$ cat src/rtl/mmrp_pkg.sv
// Shared types, constants and the CRC step for the meter reply parser.
`timescale 1ns / 1ps

package mmrp_pkg;

    localparam int FRAME_LEN = 25;
    localparam int CRC_SPAN  = 23;
    localparam int DATA_LEN  = 20;
    localparam int HDR_LEN   = 3;
    localparam int IDX_W     = 5;
    localparam int DAT_AW    = $clog2(DATA_LEN);
    localparam int QDEPTH    = 2;
    localparam int QAW       = (QDEPTH > 1) ? $clog2(QDEPTH) : 1;

    localparam logic [15:0] CRC_INIT   = 16'hFFFF;
    localparam logic [15:0] CRC_POLY   = 16'hA001;
    localparam logic [15:0] ALARM_WORD = 16'hFFFF;
    localparam logic [7:0]  FUNC_CODE  = 8'h04;
    localparam logic [7:0]  BYTE_COUNT = 8'h14;
    localparam logic [7:0]  SLAVE_RST  = 8'h01;

    localparam logic [2:0] ST_OK         = 3'd0;
    localparam logic [2:0] ST_ADDR       = 3'd1;
    localparam logic [2:0] ST_FUNC       = 3'd2;
    localparam logic [2:0] ST_COUNT      = 3'd3;
    localparam logic [2:0] ST_CRC        = 3'd4;
    localparam logic [2:0] ST_INCOMPLETE = 3'd5;

    localparam logic REQ_BYTE    = 1'b0;
    localparam logic REQ_TIMEOUT = 1'b1;

    localparam logic CFG_SLAVE_ADDR = 1'b0;

    // One queued beat, already tagged with its place in the frame.
    typedef struct packed {
        logic             timeout;
        logic [IDX_W-1:0] idx;
        logic [7:0]       data;
        logic [2:0]       hdr_err;
    } t_entry;

    function automatic logic [15:0] crc_update(input logic [15:0] crc, input logic [7:0] b);
        logic [15:0] c;
        c = crc ^ {8'h00, b};
        for (int k = 0; k < 8; k++) begin
            if (c[0]) begin
                c = (c >> 1) ^ CRC_POLY;
            end else begin
                c = c >> 1;
            end
        end
        return c;
    endfunction

endpackage

$ cat src/rtl/mmrp_front.sv
// Front end: takes input beats, tracks frame position and checks header bytes.
`timescale 1ns / 1ps

module mmrp_front (
    input  logic                  i_clk,
    input  logic                  i_rst_n,
    input  logic                  i_valid,
    input  logic                  i_req_type,
    input  logic [7:0]            i_rx_byte,
    input  logic [7:0]            i_slave_addr,
    input  logic                  i_q_ready,
    output logic                  o_ready,
    output logic                  o_push,
    output mmrp_pkg::t_entry      o_entry
);

    logic [mmrp_pkg::IDX_W-1:0] r_idx;
    logic [mmrp_pkg::IDX_W-1:0] n_idx;
    logic                       accept;
    logic                       is_timeout;
    logic                       is_last;
    logic [2:0]                 hdr_err;

    assign accept     = i_valid && i_q_ready;
    assign is_timeout = (i_req_type == mmrp_pkg::REQ_TIMEOUT);
    assign is_last    = (r_idx == mmrp_pkg::IDX_W'(mmrp_pkg::FRAME_LEN - 1));

    always_comb begin
        hdr_err = mmrp_pkg::ST_OK;
        if (!is_timeout) begin
            priority if (r_idx == mmrp_pkg::IDX_W'(0)) begin
                if (i_rx_byte != i_slave_addr) hdr_err = mmrp_pkg::ST_ADDR;
            end else if (r_idx == mmrp_pkg::IDX_W'(1)) begin
                if (i_rx_byte != mmrp_pkg::FUNC_CODE) hdr_err = mmrp_pkg::ST_FUNC;
            end else if (r_idx == mmrp_pkg::IDX_W'(2)) begin
                if (i_rx_byte != mmrp_pkg::BYTE_COUNT) hdr_err = mmrp_pkg::ST_COUNT;
            end else begin
                hdr_err = mmrp_pkg::ST_OK;
            end
        end
    end

    always_comb begin
        n_idx = r_idx;
        if (accept) begin
            if (is_timeout || is_last) begin
                n_idx = '0;
            end else begin
                n_idx = r_idx + mmrp_pkg::IDX_W'(1);
            end
        end
    end

    always_ff @(posedge i_clk) begin
        if (!i_rst_n) begin
            r_idx <= '0;
        end else begin
            r_idx <= n_idx;
        end
    end

    assign o_ready         = i_q_ready;
    assign o_push          = accept;
    assign o_entry.timeout = is_timeout;
    assign o_entry.idx     = r_idx;
    assign o_entry.data    = i_rx_byte;
    assign o_entry.hdr_err = hdr_err;

endmodule

$ cat src/rtl/mmrp_fifo.sv
// Short queue of tagged beats between the front and back ends.
`timescale 1ns / 1ps

module mmrp_fifo (
    input  logic             i_clk,
    input  logic             i_rst_n,
    input  logic             i_push,
    input  mmrp_pkg::t_entry i_entry,
    input  logic             i_pop,
    output logic             o_ready,
    output logic             o_valid,
    output mmrp_pkg::t_entry o_entry
);

    mmrp_pkg::t_entry         r_mem [mmrp_pkg::QDEPTH];
    logic [mmrp_pkg::QAW-1:0] r_wptr;
    logic [mmrp_pkg::QAW-1:0] r_rptr;
    logic [mmrp_pkg::QAW:0]   r_count;
    logic [mmrp_pkg::QAW-1:0] n_wptr;
    logic [mmrp_pkg::QAW-1:0] n_rptr;
    logic [mmrp_pkg::QAW:0]   n_count;
    logic                     do_push;
    logic                     do_pop;

    assign o_ready = (r_count != (mmrp_pkg::QAW + 1)'(mmrp_pkg::QDEPTH));
    assign o_valid = (r_count != '0);
    assign o_entry = r_mem[r_rptr];
    assign do_push = i_push && o_ready;
    assign do_pop  = i_pop && o_valid;

    always_comb begin
        n_wptr  = r_wptr;
        n_rptr  = r_rptr;
        n_count = r_count;
        if (do_push) begin
            n_wptr = (r_wptr == mmrp_pkg::QAW'(mmrp_pkg::QDEPTH - 1)) ? '0
                   : r_wptr + mmrp_pkg::QAW'(1);
        end
        if (do_pop) begin
            n_rptr = (r_rptr == mmrp_pkg::QAW'(mmrp_pkg::QDEPTH - 1)) ? '0
                   : r_rptr + mmrp_pkg::QAW'(1);
        end
        if (do_push && !do_pop) begin
            n_count = r_count + (mmrp_pkg::QAW + 1)'(1);
        end else if (do_pop && !do_push) begin
            n_count = r_count - (mmrp_pkg::QAW + 1)'(1);
        end
    end

    always_ff @(posedge i_clk) begin
        if (!i_rst_n) begin
            r_wptr  <= '0;
            r_rptr  <= '0;
            r_count <= '0;
        end else begin
            r_wptr  <= n_wptr;
            r_rptr  <= n_rptr;
            r_count <= n_count;
        end
    end

    always_ff @(posedge i_clk) begin
        if (do_push) begin
            r_mem[r_wptr] <= i_entry;
        end
    end

endmodule

$ cat src/rtl/mmrp_back.sv
// Back end: CRC, payload capture, frame verdict and the result register.
`timescale 1ns / 1ps

module mmrp_back (
    input  logic             i_clk,
    input  logic             i_rst_n,
    input  logic             i_q_valid,
    input  mmrp_pkg::t_entry i_entry,
    output logic             o_pop,
    output logic             o_valid,
    input  logic             i_ready,
    output logic [2:0]       o_status,
    output logic [4:0]       o_bytes_received,
    output logic [15:0]      o_voltage_raw,
    output logic [31:0]      o_current_raw,
    output logic [31:0]      o_power_raw,
    output logic [31:0]      o_energy_raw,
    output logic [15:0]      o_frequency_raw,
    output logic [15:0]      o_power_factor_raw,
    output logic             o_device_alarm
);

    logic [15:0] r_crc;
    logic [2:0]  r_err;
    logic [7:0]  r_crc_lo;
    logic [7:0]  r_data [mmrp_pkg::DATA_LEN];
    logic        r_out_valid;
    logic [2:0]  r_status;
    logic [4:0]  r_bytes;
    logic [15:0] r_volt;
    logic [31:0] r_curr;
    logic [31:0] r_pow;
    logic [31:0] r_energy;
    logic [15:0] r_freq;
    logic [15:0] r_pf;
    logic        r_alarm;

    logic        pop;
    logic        is_last;
    logic        in_crc;
    logic        in_data;
    logic        give;
    logic        frame_ok;
    logic [2:0]  verdict;
    logic [mmrp_pkg::DAT_AW-1:0] wr_addr;
    logic [mmrp_pkg::IDX_W-1:0]  idx_off;

    assign pop     = i_q_valid && (!r_out_valid || i_ready);
    assign is_last = (i_entry.idx == mmrp_pkg::IDX_W'(mmrp_pkg::FRAME_LEN - 1));
    assign in_crc  = (i_entry.idx < mmrp_pkg::IDX_W'(mmrp_pkg::CRC_SPAN));
    assign in_data = in_crc && (i_entry.idx >= mmrp_pkg::IDX_W'(mmrp_pkg::HDR_LEN));
    assign idx_off = i_entry.idx - mmrp_pkg::IDX_W'(mmrp_pkg::HDR_LEN);
    assign wr_addr = idx_off[mmrp_pkg::DAT_AW-1:0];
    assign give    = pop && (i_entry.timeout || is_last);

    always_comb begin
        priority if (r_err != mmrp_pkg::ST_OK) begin
            verdict = r_err;
        end else if (r_crc != {i_entry.data, r_crc_lo}) begin
            verdict = mmrp_pkg::ST_CRC;
        end else begin
            verdict = mmrp_pkg::ST_OK;
        end
    end
    assign frame_ok = !i_entry.timeout && (verdict == mmrp_pkg::ST_OK);

    always_ff @(posedge i_clk) begin
        if (!i_rst_n) begin
            r_crc       <= mmrp_pkg::CRC_INIT;
            r_err       <= mmrp_pkg::ST_OK;
            r_out_valid <= 1'b0;
        end else begin
            if (pop) begin
                if (i_entry.timeout || is_last) begin
                    r_crc <= mmrp_pkg::CRC_INIT;
                    r_err <= mmrp_pkg::ST_OK;
                end else begin
                    if (in_crc) r_crc <= mmrp_pkg::crc_update(r_crc, i_entry.data);
                    if (r_err == mmrp_pkg::ST_OK) r_err <= i_entry.hdr_err;
                end
            end
            if (give) begin
                r_out_valid <= 1'b1;
            end else if (i_ready) begin
                r_out_valid <= 1'b0;
            end
        end
    end

    always_ff @(posedge i_clk) begin
        if (pop && !i_entry.timeout) begin
            if (in_data) r_data[wr_addr] <= i_entry.data;
            if (i_entry.idx == mmrp_pkg::IDX_W'(mmrp_pkg::CRC_SPAN)) r_crc_lo <= i_entry.data;
        end
        if (give) begin
            r_status <= i_entry.timeout ? mmrp_pkg::ST_INCOMPLETE : verdict;
            r_bytes  <= i_entry.timeout ? i_entry.idx : 5'(mmrp_pkg::FRAME_LEN);
            r_volt   <= frame_ok ? {r_data[0], r_data[1]} : '0;
            r_curr   <= frame_ok ? {r_data[2], r_data[3], r_data[4], r_data[5]} : '0;
            r_pow    <= frame_ok ? {r_data[6], r_data[7], r_data[8], r_data[9]} : '0;
            r_energy <= frame_ok ? {r_data[10], r_data[11], r_data[12], r_data[13]} : '0;
            r_freq   <= frame_ok ? {r_data[14], r_data[15]} : '0;
            r_pf     <= frame_ok ? {r_data[16], r_data[17]} : '0;
            r_alarm  <= frame_ok && ({r_data[18], r_data[19]} == mmrp_pkg::ALARM_WORD);
        end
    end

    assign o_pop              = pop;
    assign o_valid            = r_out_valid;
    assign o_status           = r_status;
    assign o_bytes_received   = r_bytes;
    assign o_voltage_raw      = r_volt;
    assign o_current_raw      = r_curr;
    assign o_power_raw        = r_pow;
    assign o_energy_raw       = r_energy;
    assign o_frequency_raw    = r_freq;
    assign o_power_factor_raw = r_pf;
    assign o_device_alarm     = r_alarm;

endmodule

$ cat src/rtl/modbus_meter_response_parser.sv
// Top level of the Modbus-RTU meter reply parser with its register port.
//
//  channel   direction  handshake          payload
//  input     in         i_valid/o_ready    i_req_type, i_rx_byte
//  result    out        o_valid/i_ready    o_status .. o_device_alarm
//  config    in         APB psel/penable   paddr, pwdata, prdata
//
// One beat per cycle is accepted while the queue has room; the queue lets input
// flow while a result waits. A last byte or timeout beat passes through the queue
// and then the back-end result register before its result leaves. CRC is one
// unrolled byte step. Reset is synchronous; no memory clearing is needed. Input
// stalls only when the queue is full, which needs a stalled result register.
`timescale 1ns / 1ps

module modbus_meter_response_parser (
    input  logic        i_clk,
    input  logic        i_rst_n,
    input  logic        i_psel,
    input  logic        i_penable,
    input  logic        i_pwrite,
    input  logic [2:0]  i_paddr,
    input  logic [31:0] i_pwdata,
    output logic [31:0] o_prdata,
    output logic        o_pready,
    input  logic        i_valid,
    output logic        o_ready,
    input  logic        i_req_type,
    input  logic [7:0]  i_rx_byte,
    output logic        o_valid,
    input  logic        i_ready,
    output logic [2:0]  o_status,
    output logic [4:0]  o_bytes_received,
    output logic [15:0] o_voltage_raw,
    output logic [31:0] o_current_raw,
    output logic [31:0] o_power_raw,
    output logic [31:0] o_energy_raw,
    output logic [15:0] o_frequency_raw,
    output logic [15:0] o_power_factor_raw,
    output logic        o_device_alarm
);

    logic [7:0]       r_slave_addr;
    logic             q_ready;
    logic             q_valid;
    logic             push;
    logic             pop;
    mmrp_pkg::t_entry push_entry;
    mmrp_pkg::t_entry pop_entry;

    assign o_pready = 1'b1;

    always_ff @(posedge i_clk) begin
        if (!i_rst_n) begin
            r_slave_addr <= mmrp_pkg::SLAVE_RST;
        end else if (i_psel && i_penable && i_pwrite
                     && i_paddr[2] == mmrp_pkg::CFG_SLAVE_ADDR) begin
            r_slave_addr <= i_pwdata[7:0];
        end
    end

    assign o_prdata = (i_paddr[2] == mmrp_pkg::CFG_SLAVE_ADDR) ? {24'h0, r_slave_addr} : '0;

    mmrp_front u_front (
        .i_clk        (i_clk),
        .i_rst_n      (i_rst_n),
        .i_valid      (i_valid),
        .i_req_type   (i_req_type),
        .i_rx_byte    (i_rx_byte),
        .i_slave_addr (r_slave_addr),
        .i_q_ready    (q_ready),
        .o_ready      (o_ready),
        .o_push       (push),
        .o_entry      (push_entry)
    );

    mmrp_fifo u_fifo (
        .i_clk   (i_clk),
        .i_rst_n (i_rst_n),
        .i_push  (push),
        .i_entry (push_entry),
        .i_pop   (pop),
        .o_ready (q_ready),
        .o_valid (q_valid),
        .o_entry (pop_entry)
    );

    mmrp_back u_back (
        .i_clk              (i_clk),
        .i_rst_n            (i_rst_n),
        .i_q_valid          (q_valid),
        .i_entry            (pop_entry),
        .o_pop              (pop),
        .o_valid            (o_valid),
        .i_ready            (i_ready),
        .o_status           (o_status),
        .o_bytes_received   (o_bytes_received),
        .o_voltage_raw      (o_voltage_raw),
        .o_current_raw      (o_current_raw),
        .o_power_raw        (o_power_raw),
        .o_energy_raw       (o_energy_raw),
        .o_frequency_raw    (o_frequency_raw),
        .o_power_factor_raw (o_power_factor_raw),
        .o_device_alarm     (o_device_alarm)
    );

    // failed frames carry no measurements
    a_err_zero: assert property (@(posedge i_clk) disable iff (!i_rst_n)
        o_valid && o_status != mmrp_pkg::ST_OK |->
            o_voltage_raw == '0 && o_current_raw == '0 && o_power_raw == '0
            && o_energy_raw == '0 && o_frequency_raw == '0
            && o_power_factor_raw == '0 && !o_device_alarm)
        else $error("measurement fields set on failed frame");

    // a verdict other than incomplete only comes from a full frame
    a_full_len: assert property (@(posedge i_clk) disable iff (!i_rst_n)
        o_valid && o_status != mmrp_pkg::ST_INCOMPLETE |->
            o_bytes_received == 5'(mmrp_pkg::FRAME_LEN))
        else $error("verdict on short frame");

    // a popped last byte or timeout always lands in the result register
    a_give: assert property (@(posedge i_clk) disable iff (!i_rst_n)
        pop && (pop_entry.timeout
                || pop_entry.idx == mmrp_pkg::IDX_W'(mmrp_pkg::FRAME_LEN - 1)) |=> o_valid)
        else $error("result lost");

endmodule
$ cat config.mk
export PLATFORM = sky130hd
export DESIGN_NAME = modbus_meter_response_parser
export DESIGN_NICKNAME = d
export VERILOG_FILES = /design/src/rtl/mmrp_pkg.sv /design/src/rtl/mmrp_front.sv /design/src/rtl/mmrp_fifo.sv /design/src/rtl/mmrp_back.sv /design/src/rtl/modbus_meter_response_parser.sv
export SDC_FILE = /design/constraint.sdc
export NUM_CORES = 1
export LEC_CHECK = 0
export ABC_CLOCK_PERIOD_IN_PS = 16700
export BUFFER_PORTS_ARGS = -buffer_cell sky130_fd_sc_hd__buf_2
export CELL_PAD_IN_SITES_DETAIL_PLACEMENT = 1
export CELL_PAD_IN_SITES_GLOBAL_PLACEMENT = 1
export CORE_MARGIN = 2
export CORE_UTILIZATION = 30
export CTS_CLUSTER_DIAMETER = 100
export DETAILED_ROUTE_END_ITERATION = 8
export PLACE_DENSITY_LB_ADDON = 0.08
export SLEW_MARGIN = 30
export SYNTH_ARGS = -nofsm -noshare
export SYNTH_HDL_FRONTEND = slang
export SYNTH_HIERARCHICAL = 1
export SYNTH_SLANG_ARGS = --single-unit
$ cat constraint.sdc
create_clock -name i_clk -period 16.7 [get_ports i_clk]
set_clock_uncertainty 0.1 [all_clocks]
set_input_delay 2.505 -clock i_clk [delete_from_list [all_inputs] [get_ports i_clk]]
set_output_delay 2.505 -clock i_clk [all_outputs]
set_load 0.02 [all_outputs]
==> results of run 1 <==
-- how the worst max path moves through the flow --
| stage | startpoint | endpoint | slack (ps) | depth (start not counted) |
|---|---|---|---|---|
| 3_3_place_gp | i_paddr[2] | o_prdata[6] | 11050 | 3 |
| 2_1_floorplan | i_ready | u_back/o_bytes_received[0]$_SDFFCE_PN1P_ | 10050 | 4 |
| 3_5_place_dp | i_paddr[2] | o_prdata[6] | 11040 | 3 |
| 5_1_grt | i_paddr[2] | o_prdata[7] | 11010 | 3 |
| 6_report | i_paddr[2] | o_prdata[0] | 11060 | 3 |
| 4_1_cts | i_paddr[2] | o_prdata[6] | 11040 | 3 |
-- final cells by class --
| type | count | area (um2) |
|---|---|---|
| fill | 4860 | 30300 |
| timing repair buffer | 199 | 1030 |
| tap | 615 | 769 |
| sequential | 393 | 11400 |
| clock buffer | 52 | 1190 |
| multi-input combinational | 429 | 2880 |
| inverter | 11 | 48.8 |
| clock inverter | 28 | 332 |
-- cell families (layout without fill, tap and decap cells) --
logic type / count (synthesis) / in the layout / synth area share
flops: 393 / 393 / 0.780
compound gates: 34 / 34 / 0.0156
fa+ha+maj: 5 / 5 / 0.00427
mux: 29 / 29 / 0.0213
xor+xnor: 54 / 54 / 0.0357
other cells: 3 / 26 / 0.000769
simple gates: 281 / 281 / 0.112
buf+inv: 74 / 290 / 0.0297
-- metrics by stage --
stage / worst slack [ps] / area (um2) / total power, mW / std cells
finish: 11060 / 17700 / 3.11 / 1727
global route: 11010 / 17700 / 3.27 / 1727
CTS: 11040 / 17700 / 3.17 / 1727
detailed placement: 11040 / 16100 / 2.15 / 1647
global placement: 11050 / 16100 / 2.14 / 1647
floorplan: 10050 / 14700 / 1.86 / 896
-- state kept, by name, indices dropped and copies added, names as in the netlist, 8 cells and up, named ones only --
signal,count
u_back/o_voltage_raw,16
u_back/r_crc_lo,8
r_slave_addr,8
u_fifo/r_mem,34
u_back/r_crc,16
u_back/o_energy_raw,32
u_back/o_power_raw,32
u_back/o_current_raw,32
u_back/o_frequency_raw,16
u_back/o_power_factor_raw,16
u_back/r_data,160
-- metal layers --
metal	track usage	wire, um
met1	0.182	15700
met4	0.0346	575
met2	0.213	15600
met5	0	0
met3	0.0316	1600
-- critical path, stage by stage --
cell and delay (ps):
buf_2 150, and2b_2 230, buf_2 150
-- power by group through the flow --
stage	clock, mW	combinational, mW	sequential [mW]
4_1_cts	1.05	0.755	1.37
2_1_floorplan	0	0.347	1.51
5_1_grt	1.08	0.799	1.38
3_3_place_gp	0	0.751	1.39
3_5_place_dp	0	0.752	1.39
6_report	1.01	0.731	1.37
-- layout by cell type (no fill, tap or decap), types with 3 or more instances in the layout --
cell	n
edfxtp_1	355
buf_2	187
and2_1	149
clkbuf_16	46
xnor2_1	41
dfxtp_1	38
nor2_1	33
nand2_1	32
conb_1	26
mux2_2	17
clkinv_1	13
mux2i_1	12
nand4_1	12
buf_4	12
inv_1	10
xor2_1	10
and2b_2	8
nor2b_1	7
bufinv_16	7
or3_1	6
clkinv_2	5
nand2b_1	5
nand3_1	5
o21ai_0	5
a31oi_1	5
o22ai_1	5
ha_1	5
clkbuf_1	4
or2_2	4
nor4_1	4
a41oi_1	3
a21boi_0	3
and3_1	3
o21ai_1	3
==> flow_metrics.env, run 1 <==
export IMPL_nets=1135
export IMPL_critPathLaunchType="input pin"
export IMPL_fp_dieH_um=225
export IMPL_synth_most_common_cell="edfxtp_1"
export IMPL_min_period_ps=5640
export IMPL_sequentialPowerShare=0.440
export IMPL_clockRootBuffer="clkbuf_16"
export IMPL_synth_warnings=6
export IMPL_cts_setup_buffers=0
export IMPL_comb_power_share=0.235
export IMPL_grt_total_usage=0.133
export IMPL_power_density_nw_per_um2=176
export IMPL_ios=239
export IMPL_h_tree_depth=2
export IMPL_critPathKind="in2out"
export IMPL_p_leak_nw=6.37
export IMPL_wire_per_inst_um=19.4
export IMPL_drive_gt1_frac=0.270
export IMPL_gp_congestion=0.715
export IMPL_path_max_fanout=9
export IMPL_synth_area_um2=14600
export IMPL_ys_async_sr_fraction=0
export IMPL_areaGrowthSynthToFinish_pct=20.8
export IMPL_reg2reg_to="u_back/o_voltage_raw[1]$_SDFFCE_PN0P_"
export IMPL_path_clk_slew_ps=50
export IMPL_clock_latency_ps=570
export IMPL_die_area_um2=50600
export IMPL_ant_nets=0
export IMPL_grt_pass1_vias=7725
export IMPL_grt_start_max_net_pins=97
export IMPL_p_switching_mw=0.966
export IMPL_synth_edff_count=355
export IMPL_ys_ff_latch=393
export IMPL_yosysSeqAreaShare=0.780
export IMPL_swShare=0.310
export IMPL_port_buffers=187
export IMPL_core_area_um2=47900
export IMPL_via_per_inst=4.30
export IMPL_cp_end_kind="primary output"
export IMPL_reg2reg_depth=8
export IMPL_synthDistinctLibCells=52
export IMPL_drt_first_iter_violations=378
export IMPL_worstPathRequired_ps=14100
export IMPL_r2r_slack_ps=12640
export IMPL_ir_worst_vdd_mv=0.0805
export IMPL_max_clock_freq_mhz=177
export IMPL_synthCells=873
export IMPL_numCtsBuffers=45
export IMPL_hold_class="reg2reg"
export IMPL_num_rows=80
export IMPL_whs_endpoint="r_slave_addr[6]$_SDFFE_PN0P_"
export IMPL_status="finished clean"
export IMPL_period_share=0.338
export IMPL_avgSynthCellArea_um2=16.8
export IMPL_yosys_top_cells_count="355 x edfxtp_1, 149 x and2_1, 41 x xnor2_1"
export IMPL_rsz0062_at_grt="no"
export IMPL_via_count=7419
export IMPL_setup_tns_ps=0
export IMPL_tightest_slew_ps=970
export IMPL_holdPathStages=2
export IMPL_n_antenna_cell=0
export IMPL_p_clk_frac=0.325
export IMPL_synth_top_area_cell="edfxtp_1"
export IMPL_antenna_found_initial=0
export IMPL_p_int_mw=2.15
export IMPL_grt_overflow=0
export IMPL_slew_headroom=0.348
export IMPL_ys_flop_type="edfxtp_1"
export IMPL_synth_top_area_frac=0.728
export IMPL_cts_hold_buf=0
export IMPL_hold_slack_ps=386
export IMPL_post_route_drc_count=0
export IMPL_setup_viol=0
export IMPL_cts_sinks=393
export IMPL_die_w_um=225
export IMPL_synth_area_leaders="edfxtp_1 73%, and2_1 6.4%, dfxtp_1 5.2%"
export IMPL_slew_violations=0
export IMPL_finalHoldViolCount=0
export IMPL_maxCapViolations=0
export IMPL_grt_pass1_wl_um=49400
export IMPL_cp_arrival_ps=3030
export IMPL_hp_start="r_slave_addr[6]$_SDFFE_PN0P_"
export IMPL_wl_um=33400
export IMPL_firstDrtPassIters=4
export IMPL_dp_hpwl_um=20000
export IMPL_cts_resized=0
export IMPL_final_util=0.369
export IMPL_ctsLongestPathBuffers=3
export IMPL_cts_tree="built"
export IMPL_start_util=0.305
Power figures use the tool's default switching activity.
==> run 2: changes to the inputs <==
--- a/config.mk
+++ b/config.mk
@@ -5,7 +5,7 @@
 export SDC_FILE = /design/constraint.sdc
 export NUM_CORES = 1
 export LEC_CHECK = 0
-export ABC_CLOCK_PERIOD_IN_PS = 16700
+export ABC_CLOCK_PERIOD_IN_PS = 5600
 export BUFFER_PORTS_ARGS = -buffer_cell sky130_fd_sc_hd__buf_2
 export CELL_PAD_IN_SITES_DETAIL_PLACEMENT = 1
 export CELL_PAD_IN_SITES_GLOBAL_PLACEMENT = 1
==> constraint.sdc (replaced) <==
create_clock -name i_clk -period 5.6 [get_ports i_clk]
set_clock_uncertainty 0.1 [all_clocks]
set_input_delay 0.84 -clock i_clk [delete_from_list [all_inputs] [get_ports i_clk]]
set_output_delay 0.84 -clock i_clk [all_outputs]
set_load 0.02 [all_outputs]
==> run 2 against run 1 <==
Clock-buffer cell count increased by 6. Flip-flop and latch count unchanged. Sequential share of layout area is 0.092 points higher. Critical endpoint is now u_back/r_data[15][6]$_DFFE_PP_. Critical path type is now reg2reg. Total power rose to 2.9 times the previous value.
==> flow_metrics.env, run 2 (synthesized netlist as in run 1, its figures left out) <==
export IMPL_status="finished clean"
export IMPL_clock_latency_ps=570
export IMPL_die_area_um2=50600
export IMPL_core_area_um2=47900
export IMPL_final_util=0.368
export IMPL_maxCapViolations=0
export IMPL_grt_overflow=0
export IMPL_ant_nets=0
export IMPL_start_util=0.305
export IMPL_rsz0062_at_grt="no"
export IMPL_firstDrtPassIters=4
export IMPL_cp_arrival_ps=4000
export IMPL_ir_worst_vdd_mv=0.362
export IMPL_top_regs="u_back/r_data (160), u_fifo/r_mem (34)"
export IMPL_n_antenna_cell=0
export IMPL_antenna_found_initial=0
export IMPL_finalHoldViolCount=0
export IMPL_p_leak_nw=6.36
export IMPL_power_density_nw_per_um2=517
export IMPL_worstPathRequired_ps=5700
export IMPL_p_clk_frac=0.310
export IMPL_largest_reg_flops=160
export IMPL_ios=239
export IMPL_setup_viol=0
export IMPL_wire_per_inst_um=19.6
export IMPL_placed_cell_area_um2=16200
export IMPL_p_switching_mw=2.90
export IMPL_h_tree_depth=2
export IMPL_via_count=7472
export IMPL_areaGrowthSynthToFinish_pct=20.6
export IMPL_critPathKind="reg2reg"
export IMPL_ctsLongestPathBuffers=3
export IMPL_grt_pass1_wl_um=49900
export IMPL_max_clock_freq_mhz=256
export IMPL_hold_class="reg2reg"
export IMPL_via_per_inst=4.30
export IMPL_dp_hpwl_um=20900
export IMPL_fin_area_um2=17600
export IMPL_final_common_cell="edfxtp_1"
export IMPL_die_w_um=225
export IMPL_period_share=0.697
export IMPL_cp_end_kind="flop"
export IMPL_post_route_drc_count=0
export IMPL_mostFrequentLayoutCells="355 x edfxtp_1, 187 x buf_2, 149 x and2_1"
export IMPL_cts_tree="built"
export IMPL_fin_ws_ps=1700
export IMPL_slew_headroom=0.412
export IMPL_gp_congestion=0.715
export IMPL_cts_resized=0
export IMPL_critPathLaunchType="flop"
export IMPL_p_int_mw=6.23
export IMPL_swShare=0.318
export IMPL_pre_cts_slack_ps=1600
export IMPL_port_buffers=187
export IMPL_sequentialPowerShare=0.449
export IMPL_nets=1142
export IMPL_cts_hold_buf=0
export IMPL_comb_power_share=0.241
export IMPL_drt_first_iter_violations=418
export IMPL_fp_dieH_um=225
export IMPL_max_flop_register="u_back/r_data"
export IMPL_num_rows=80
export IMPL_cts_setup_buffers=0
export IMPL_hp_start="r_slave_addr[6]$_SDFFE_PN0P_"
export IMPL_grt_total_usage=0.135
export IMPL_clockRootBuffer="clkbuf_16"
export IMPL_slew_violations=0
export IMPL_grt_pass1_vias=7547
export IMPL_drive_gt1_frac=0.275
export IMPL_tightest_slew_ps=882
export IMPL_path_max_fanout=15
export IMPL_wl_um=34100
export IMPL_path_clk_slew_ps=60
export IMPL_grt_start_max_net_pins=79
export IMPL_numCtsBuffers=45
export IMPL_setup_tns_ps=0
export IMPL_cts_sinks=393
export IMPL_min_period_ps=3900
run 2: cell types whose count changed in the layout (fill, tap and decap cells not counted), moves of 3 or more:
| cell | change |
|---|---|
| clkbuf_1 | +4 |
| clkinv_2 | +3 |
| bufinv_16 | -5 |
| buf_4 | +6 |
run 2: final timing paths:
path                                     to  slack, ps  cells after the start
max reg2reg  u_back/r_data[15][6]$_DFFE_PP_       1700                      7
min reg2reg    r_slave_addr[6]$_SDFFE_PN0P_        380                      2
min            r_slave_addr[6]$_SDFFE_PN0P_        380                      2
max          u_back/r_data[15][6]$_DFFE_PP_       1700                      7
run 2: final cells by class:
type / count / area [um2]
Clock buffer: 58 / 1240
Timing Repair Buffer: 206 / 1090
Fill cell: 4904 / 30300
Clock inverter: 26 / 201
Multi-Input combinational cell: 429 / 2880
Tap cell: 615 / 769
Inverter: 11 / 46.3
Sequential cell: 393 / 11400
run 2: routing by layer:
| layer | GRT usage | part of all wire | vias to the layer above |
|---|---|---|---|
| li1 | - | - | 3509 |
| met1 | 0.182 | 0.45 | 3729 |
| met2 | 0.220 | 0.48 | 190 |
| met3 | 0.0314 | 0.056 | 44 |
| met4 | 0.0340 | 0.016 | 0 |
| met5 | 0 | 0 | - |
run 2: power by group through the flow:
stage               sequential (mW)  combinational, mW  clock [mW]
global placement               4.17               2.27           0
CTS                            4.11               2.28        2.93
global route                   4.14               2.40        3.04
floorplan                      4.51               1.03           0
detailed placement             4.17               2.27           0
finish                         4.10               2.20        2.83
run 2: through the flow:
| stage | total power [mW] | std cells | hold WS [ps] |
|---|---|---|---|
| floorplan | 5.55 | 896 | 356 |
| global placement | 6.44 | 1654 | 374 |
| detailed placement | 6.43 | 1654 | 382 |
| CTS | 9.33 | 1738 | 387 |
| global route | 9.58 | 1738 | 397 |
| finish | 9.12 | 1738 | 385 |
run 2: critical path, stage by stage (launching register included):
cell and delay [ps]:
dfxtp_1 810, buf_4 250, mux2_2 420, nand3_1 110
a21boi_0 120, or3_1 490, or3_1 530, nor2_1 690
==> run 3: changes to the inputs <==
--- a/config.mk
+++ b/config.mk
@@ -5,7 +5,8 @@
 export SDC_FILE = /design/constraint.sdc
 export NUM_CORES = 1
 export LEC_CHECK = 0
-export ABC_CLOCK_PERIOD_IN_PS = 5600
+export ABC_AREA = 1
+export ABC_CLOCK_PERIOD_IN_PS = 4100
 export BUFFER_PORTS_ARGS = -buffer_cell sky130_fd_sc_hd__buf_2
 export CELL_PAD_IN_SITES_DETAIL_PLACEMENT = 1
 export CELL_PAD_IN_SITES_GLOBAL_PLACEMENT = 1
==> constraint.sdc (replaced) <==
create_clock -name i_clk -period 4.1 [get_ports i_clk]
set_clock_uncertainty 0.1 [all_clocks]
set_input_delay 0.615 -clock i_clk [delete_from_list [all_inputs] [get_ports i_clk]]
set_output_delay 0.615 -clock i_clk [all_outputs]
set_load 0.02 [all_outputs]
==> run 3 against run 2 <==
Combinational power grew 68%. Design area grew 6.7%. First-iteration DRC count grew 7.7%. Critical path depth grew 5. Non-clock buffer count grew 9. Worst setup slack lost 870 ps.
==> flow_metrics.env, run 3 <==
export IMPL_fp_dieH_um=233
export IMPL_cts_tree="built"
export IMPL_numCtsBuffers=46
export IMPL_path_cells="buf_4 > mux2_4 > inv_2 > nor2_1 > nor3_2 > nand3_1 > nor3_2 > nand2_1 > a21oi_2 > nand3_4 > buf_12 > nor2_1"
export IMPL_tightest_slew_ps=731
export IMPL_pre_cts_slack_ps=828
export IMPL_cts_setup_buffers=0
export IMPL_fin_ws_ps=827
export IMPL_p_leak_nw=7.74
export IMPL_synth_top_area_cell="edfxtp_1"
export IMPL_via_count=8929
export IMPL_n_antenna_cell=0
export IMPL_ys_flop_type="edfxtp_1"
export IMPL_cts_resized=0
export IMPL_status="finished clean"
export IMPL_areaGrowthSynthToFinish_pct=19.8
export IMPL_wl_um=36400
export IMPL_maxCapViolations=0
export IMPL_post_route_drc_count=0
export IMPL_core_area_um2=51600
export IMPL_clockRootBuffer="clkbuf_16"
export IMPL_grt_pass1_vias=9027
export IMPL_crit_buf_inv=3
export IMPL_max_clock_freq_mhz=306
export IMPL_power_density_nw_per_um2=709
export IMPL_num_rows=83
export IMPL_via_per_inst=4.14
export IMPL_final_common_cell="edfxtp_1"
export IMPL_die_area_um2=54300
export IMPL_hold_class="in2reg"
export IMPL_cts_hold_buf=0
export IMPL_port_buffers=187
export IMPL_grt_overflow=0
export IMPL_crit_cells=12
export IMPL_gp_congestion=0.747
export IMPL_ios=239
export IMPL_largest_reg_flops=160
export IMPL_grt_pass1_wl_um=54900
export IMPL_max_flop_register="u_back/r_data"
export IMPL_start_util=0.305
export IMPL_yosys_top_cells_count="355 x edfxtp_1, 224 x inv_1, 175 x nor2_1"
export IMPL_drt_first_iter_violations=450
export IMPL_ys_async_sr_fraction=0
export IMPL_h_tree_depth=2
export IMPL_cp_end_kind="flop"
export IMPL_critPathKind="reg2reg"
export IMPL_fill_cells=5533
export IMPL_max_stage_delay_ps=600
export IMPL_top_regs="u_back/r_data (160), u_fifo/r_mem (34)"
export IMPL_path_max_fanout=87
export IMPL_grt_start_max_net_pins=154
export IMPL_drive_gt1_frac=0.251
export IMPL_ctsLongestPathBuffers=3
export IMPL_avgSynthCellArea_um2=13.0
export IMPL_synth_area_um2=15700
export IMPL_finalHoldViolCount=0
export IMPL_synthDistinctLibCells=45
export IMPL_antenna_found_initial=0
export IMPL_dp_hpwl_um=22600
export IMPL_die_w_um=233
export IMPL_rsz0062_at_grt="no"
export IMPL_r2r_slack_ps=830
export IMPL_reg2reg_to="u_back/o_energy_raw[23]$_SDFFCE_PN0P_"
export IMPL_slew_violations=0
export IMPL_reg2reg_depth=12
export IMPL_synth_top_area_frac=0.678
export IMPL_power_mw=13.4
export IMPL_cp_arrival_ps=3560
export IMPL_period_share=0.798
export IMPL_synthCells=1212
export IMPL_firstDrtPassIters=4
export IMPL_synth_edff_count=355
export IMPL_slew_headroom=0.511
export IMPL_ir_worst_vdd_mv=0.321
export IMPL_synth_area_leaders="edfxtp_1 68%, inv_1 5.3%, dfxtp_1 4.8%"
export IMPL_synth_warnings=6
export IMPL_setup_tns_ps=0
export IMPL_path_clk_slew_ps=60
export IMPL_clock_latency_ps=560
export IMPL_yosysSeqAreaShare=0.726
export IMPL_mostFrequentLayoutCells="355 x edfxtp_1, 224 x inv_1, 187 x buf_2"
export IMPL_setup_viol=0
export IMPL_critPathLaunchType="flop"
export IMPL_worstPathRequired_ps=4380
export IMPL_cp_endpoint="u_back/o_energy_raw[23]$_SDFFCE_PN0P_"
export IMPL_synth_most_common_cell="edfxtp_1"
export IMPL_nets=1494
export IMPL_cp_top_family="simple AND/OR/NAND/NOR gates"
export IMPL_critPathSlowestCell="dfxtp_2"
export IMPL_grt_total_usage=0.136
export IMPL_wire_per_inst_um=16.9
export IMPL_ant_nets=0
export IMPL_cts_sinks=393
export IMPL_ys_ff_latch=393
export IMPL_min_period_ps=3270
==> run 3: metrics by stage <==
stage	util	cell area (um2)	hold WS, ps	std cells
2_1_floorplan	-	15800	344	1235
3_3_place_gp	0.337	17400	359	2069
3_5_place_dp	0.337	17400	374	2069
4_1_cts	0.364	18800	123	2154
5_1_grt	0.365	18800	135	2155
6_report	0.365	18800	170	2155
==> run 3: cell type report <==
cell class                 count  area [um2]  area share
clock buffer                  64        1240      0.0658
clock inverter                21         168     0.00890
inverter                     233         877      0.0466
multi-input combinational    549        3070       0.163
sequential                   393       11400       0.606
tap                          680         851      0.0452
timing repair buffer         215        1200      0.0639
==> run 3: kinds of logic after synthesis <==
family | Yosys count | share of synthesized area
other | 3 | 0.000716
AND/OR/NAND/NOR | 445 | 0.142
adder cells (fa/ha/maj) | 5 | 0.00398
flip-flops | 393 | 0.726
buffers and inverters | 293 | 0.0874
multiplexers | 17 | 0.0146
XOR/XNOR | 19 | 0.0106
AO/OA/AOI/OAI | 37 | 0.0142
==> run 3: layer usage <==
metal	GRT usage	share of wire	wire length (um)
met1	0.179	0.45	16200
met2	0.226	0.49	17800
met3	0.0306	0.047	1730
met4	0.0368	0.019	683
met5	0	0	0
==> run 3: how the worst min path moves through the flow <==
stage                                    end  slack, ps                           from  cells past startpoint
6_report        r_slave_addr[0]$_SDFFE_PN1P_        170                    i_pwdata[0]                      3
5_1_grt         r_slave_addr[0]$_SDFFE_PN1P_        130                    i_pwdata[0]                      3
4_1_cts         r_slave_addr[0]$_SDFFE_PN1P_        120                    i_pwdata[0]                      3
3_5_place_dp   u_back/r_crc[14]$_SDFFE_PN1P_        370  u_back/r_crc[14]$_SDFFE_PN1P_                      2
3_3_place_gp   u_back/r_crc[14]$_SDFFE_PN1P_        360  u_back/r_crc[14]$_SDFFE_PN1P_                      2
2_1_floorplan  u_back/r_crc[14]$_SDFFE_PN1P_        340  u_back/r_crc[14]$_SDFFE_PN1P_                      2
==> run 3: report_power, final <==
group | switching (mW) | leakage, nW | internal, mW
registers | 0.322 | 3.60 | 5.49
clock network | 1.56 | 0.682 | 2.29
logic | 2.72 | 3.45 | 0.973
==> run 3: worst register-to-register path, delay by kind of cell (launching register included) <==
| kind | cells | cell delay, ps |
|---|---|---|
| buffers and inverters | 3 | 630 |
| multiplexers | 1 | 490 |
| AND/OR/NAND/NOR | 7 | 1070 |
| AO/OA/AOI/OAI | 1 | 200 |
| flip-flops | 1 | 600 |
